===== config.mk =====
export PLATFORM = sky130hd
export DESIGN_NAME = mfps_range_match
export DESIGN_NICKNAME = d
export VERILOG_FILES = /design/src/mfps_pkg.sv /design/src/mfps_range_match.sv
export SDC_FILE = /design/constraint.sdc
export NUM_CORES = 1
export LEC_CHECK = 0
export ABC_CLOCK_PERIOD_IN_PS = 6500
export BUFFER_PORTS_ARGS = -buffer_cell sky130_fd_sc_hd__buf_4
export CAP_MARGIN = 10
export CORE_MARGIN = 2
export CORE_UTILIZATION = 58
export DETAILED_ROUTE_END_ITERATION = 8
export PLACE_DENSITY = 0.77
export REMOVE_ABC_BUFFERS = 1
export SLEW_MARGIN = 10
export SYNTH_ARGS = -nofsm -noshare
export SYNTH_HDL_FRONTEND = slang
export SYNTH_SLANG_ARGS = --single-unit
export TNS_END_PERCENT = 50

===== constraint.sdc =====
create_clock -name clk -period 6.5 [get_ports clk]
set_clock_uncertainty 0.05 [all_clocks]
set_input_delay 0.975 -clock clk [delete_from_list [all_inputs] [get_ports clk]]
set_output_delay 0.975 -clock clk [all_outputs]
set_load 0.01 [all_outputs]

===== src/mfps_pkg.sv =====
// shared types and constants for the most frequent pair select block
// no dependencies
`default_nettype none

package mfps_pkg;

	localparam int VALUE_BITS_DEF = 16;
	localparam int COUNT_BITS_DEF = 32;
	localparam int FIELD_BITS     = 16;
	localparam int CFG_INDEX_BITS = 3;
	localparam int CFG_DATA_BITS  = 16;
	localparam int NUM_RANGES     = 3;
	localparam int RANGE_CNT_BITS = 2;

	localparam logic [CFG_INDEX_BITS-1:0] REG_RANGE_COUNT = 3'd0;
	localparam logic [CFG_INDEX_BITS-1:0] REG_RANGE0_LOW  = 3'd1;
	localparam logic [CFG_INDEX_BITS-1:0] REG_RANGE0_HIGH = 3'd2;
	localparam logic [CFG_INDEX_BITS-1:0] REG_RANGE1_LOW  = 3'd3;
	localparam logic [CFG_INDEX_BITS-1:0] REG_RANGE1_HIGH = 3'd4;
	localparam logic [CFG_INDEX_BITS-1:0] REG_RANGE2_LOW  = 3'd5;
	localparam logic [CFG_INDEX_BITS-1:0] REG_RANGE2_HIGH = 3'd6;

	typedef struct packed {
		logic                      en;
		logic [CFG_INDEX_BITS-1:0] index;
		logic [CFG_DATA_BITS-1:0]  data;
	} cfg_wr_t;

	typedef enum logic [5:0] {
		ST_CLEAR = 6'b000001,
		ST_IDLE  = 6'b000010,
		ST_RD_B  = 6'b000100,
		ST_WR_A  = 6'b001000,
		ST_WR_B  = 6'b010000,
		ST_DONE  = 6'b100000
	} state_t;

endpackage

`default_nettype wire


===== src/mfps_range_match.sv =====
// range configuration registers and inclusive range test of the chosen value
// depends on mfps_pkg
`default_nettype none

module mfps_range_match
	import mfps_pkg::*;
(
	input  wire logic                  clk,
	input  wire logic                  arst_n,
	input  wire cfg_wr_t               cfg_wr,
	input  wire logic [FIELD_BITS-1:0] value,
	output logic                       match
);

	logic [RANGE_CNT_BITS-1:0] range_count_q;
	logic [FIELD_BITS-1:0]     low_q  [NUM_RANGES];
	logic [FIELD_BITS-1:0]     high_q [NUM_RANGES];

	always_ff @(posedge clk or negedge arst_n) begin
		if (!arst_n) begin
			range_count_q <= '0;
			for (int r = 0; r < NUM_RANGES; r++) begin
				low_q[r]  <= '0;
				high_q[r] <= '1;
			end
		end else if (cfg_wr.en) begin
			unique case (cfg_wr.index)
				REG_RANGE_COUNT: range_count_q <= cfg_wr.data[RANGE_CNT_BITS-1:0];
				REG_RANGE0_LOW:  low_q[0]      <= cfg_wr.data[FIELD_BITS-1:0];
				REG_RANGE0_HIGH: high_q[0]     <= cfg_wr.data[FIELD_BITS-1:0];
				REG_RANGE1_LOW:  low_q[1]      <= cfg_wr.data[FIELD_BITS-1:0];
				REG_RANGE1_HIGH: high_q[1]     <= cfg_wr.data[FIELD_BITS-1:0];
				REG_RANGE2_LOW:  low_q[2]      <= cfg_wr.data[FIELD_BITS-1:0];
				REG_RANGE2_HIGH: high_q[2]     <= cfg_wr.data[FIELD_BITS-1:0];
				default: ;
			endcase
		end
	end

	// only the first range_count ranges take part
	always_comb begin
		match = 1'b0;
		for (int r = 0; r < NUM_RANGES; r++) begin
			if ((RANGE_CNT_BITS'(r) < range_count_q) && (value >= low_q[r]) &&
					(value <= high_q[r])) begin
				match = 1'b1;
			end
		end
	end

endmodule

`default_nettype wire


==> reports/results.txt <==
Worst Tran Pin Value -> 0.7041 ns
Hold-fix buffers, CTS -> 0
fmax -> 0.2441 GHz
fin area -> 0.006743 mm^2
NumNets Final -> 763
Post-Syn Area -> 0.006166 mm^2
Setup CP Type -> in -> out
PD cells -> 267.7 mW/mm^2
# IOs -> 39
RSZ-0062 raised after global routing -> false
clock-pin slew of the registers on the worst-case setup and hold paths -> 0.09 ns
Root Buffer -> clkbuf_8
core footprint -> 0.01032 mm^2
maximum number of pins on one net before global-route repair -> 56
maximum net fanout on the critical path -> 6
gpl congestion -> 0.8620
CP required -> 5.47 ns
Hold Path Sink -> high_q[35]$_DFFE_PN1P_
first-pass GRT wire length -> 22910 um
largest area contributor in the netlist -> dfstp_2
DRC -> 0
site row count -> 37
Worst R2R Path Depth -> 2
Slew headroom -> 51.84%
reg-to-reg critical path startpoint -> high_q[43]$_DFFE_PN1P_
critical path startpoint category -> input pin
Hold Path Origin -> high_q[35]$_DFFE_PN1P_
type of the most critical hold path -> reg -> reg
period utilization -> 63.02%
Die Area -> 0.01147 mm^2
total gr overflow -> 0
Worst Hold Path Cells -> 2
DR vias -> 4404
synth unique cells -> 39
setup ws final -> 2.404 ns
total global-route track usage -> 26.20%
clock buffer depth -> 2
port buffer count -> 38
max-slew violations -> 0
clock sink total -> 98
share of cells above drive strength 1 -> 26.03%
Die X -> 107.1 um
vias in the first global route -> 4548
family with the most delay on the worst path -> compound AO/OA/AOI/OAI gates
Via density -> 5.719
worst reg2reg path endpoint -> high_q[43]$_DFFE_PN1P_
Final HPWL DP -> 10360 um
CTS Buf Count -> 9
Cell Chain, Critical Path -> buf_4 -> inv_1 -> ha_1 -> o211ai_1 -> a2111oi_0 -> o21ai_0 -> o211ai_1 -> o221ai_1 -> o311ai_1 -> buf_4
sequential area share after synthesis -> 40.75%
TritonCTS clock tree -> built
setup TNS -> 0 ns
yosys warns -> 0
CP max stage cell -> a2111oi_0
Post-Syn Instances -> 590
leakage power -> 0.003285 uW
Final Hold Viols -> 0
top cell type's share of synthesized area -> 20.45%
Worst VDD drop -> 217.1 uV
die height -> 107.1 um
initial DRC count -> 166
Area contributors post-synth -> dfstp_2, dfrtp_1, ha_1, mux2_2, inv_1
pre-CTS WS -> 2.450 ns
status -> complete, no violations
CTS resizes -> 0
placed cell areas -> 0.006561 mm^2
remaining antenna violation count -> 0
synthesized area per cell -> 10.45 um^2
starting density of the core -> 59.73%
Final Setup Violations -> 0
CP Data Arrival Time -> 3.07 ns
# fillers -> 811
Area Overhead vs Synth -> 9.355%
critical path buffer and inverter count -> 3
Post-CTS Repair Setup Buffers -> 0
flop2flop setup slack -> 5.59 ns
#FFs+latches synth -> 98
Final min period -> 4.096 ns
H-tree Lvls -> 3
antenna fix cells -> 0
clock latency on the worst-skew pair -> 0.37 ns
max_cap viols -> 0
number of antenna violations at the first check in global routing -> 0
Routed WL -> 14030 um
Routed wire per std cell -> 18.22 um
critical path's largest stage delay -> 0.69 ns
Pre-antenna DRT Iters -> 5
endpoint class of the critical path -> output port
state kept, by name, indices dropped and copies added (netlist names):
signal / flops
high_q: 48
low_q: 48
range_count_q: 2
worst max path at each step:
stage / start / end / slack [ns] / cells after the start
final: value[0] / match / 2.40 / 10
after global routing: value[2] / match / 2.35 / 9
after CTS: value[0] / match / 2.43 / 10
after detailed placement: value[0] / match / 2.45 / 10
after global placement: value[0] / match / 2.55 / 11
after floorplan: value[0] / match / 3.12 / 9
worst register-to-register path, delay by kind of cell (launching register included):
family                 cells  cell delay (ns)
AOI/OAI and AO/OA          1             0.19
buffers and inverters      1             0.06
DFF                        1             0.53
power breakdown:
group          switching, uW  internal [uW]
clock network            215            160
logic                    317            270
registers               58.1            785
total                    591           1210
logic make-up after synthesis:
logic type               count (synthesis)  share of synthesized area (%)
AO/OA/AOI/OAI                          118                          11.28
adder cells (fa/ha/maj)                 96                          19.48
buffers and inverters                  106                          7.264
flip-flops                              98                          40.75
multiplexers                            54                          11.06
AND/OR/NAND/NOR                        118                          10.17
synth_stat cells (all sizes together):
| cell | count |
|---|---|
| nor2 | 10 |
| o211ai | 6 |
| a211oi | 7 |
| inv | 92 |
| a21o | 11 |
| nand2 | 59 |
| mux2 | 53 |
| mux2i | 1 |
| a2111o | 1 |
| o21ai | 53 |
| nand4b | 3 |
| o311ai | 2 |
| nor4 | 3 |
| o21a | 1 |
| o2111ai | 1 |
| nor3 | 7 |
| a2111oi | 3 |
| nor2b | 5 |
| dfstp | 48 |
| a21oi | 29 |
| nand2b | 4 |
| o221ai | 2 |
| buf | 14 |
| a31oi | 1 |
| nand3 | 7 |
| or2 | 1 |
| dfrtp | 50 |
| nand4 | 17 |
| nor3b | 2 |
| a311o | 1 |
| ha | 96 |
cell type report:
class	instances	area, um^2	area share [%]
tap	136	170.2	2.524
clock buffer	12	155.1	2.301
timing repair buffer	42	315.3	4.676
inverter	92	345.3	5.122
sequential	98	2512	37.26
multi-input combinational	386	3218	47.73
clock inverter	4	26.28	0.3897
layer usage:
layer  share of wire (%)  up-vias  track usage (%)
met1                  45     2191            34.20
met4                0.94        0            5.288
met5                   0        -                0
met2                  51       68            45.03
met3                 3.2       10            5.593
li1                    -     2135                -
through the flow:
step / hold WS (ns) / instances / utilization, % / total power [uW]
finish: 0.4618 / 770 / 65.31 / 1805
global route: 0.4758 / 770 / 65.31 / 1935
CTS: 0.4638 / 770 / 65.31 / 1815
detailed placement: 0.4433 / 754 / 63.56 / 1437
global placement: 0.4315 / 754 / 63.56 / 1407
floorplan: 0.4147 / 576 / - / 1232
cell usage in the layout (no fill, tap or decap), types with 17 or more instances in the layout:
cell	netlist	layout
nand2_1	59	59
buf_4	3	42
o21ai_0	46	46
inv_1	92	92
mux2_4	20	20
nand4_1	17	17
dfrtp_1	50	50
dfstp_2	48	48
a21oi_1	29	29
mux2_2	33	33
ha_1	96	96
(Power assumes the default switching activity.)
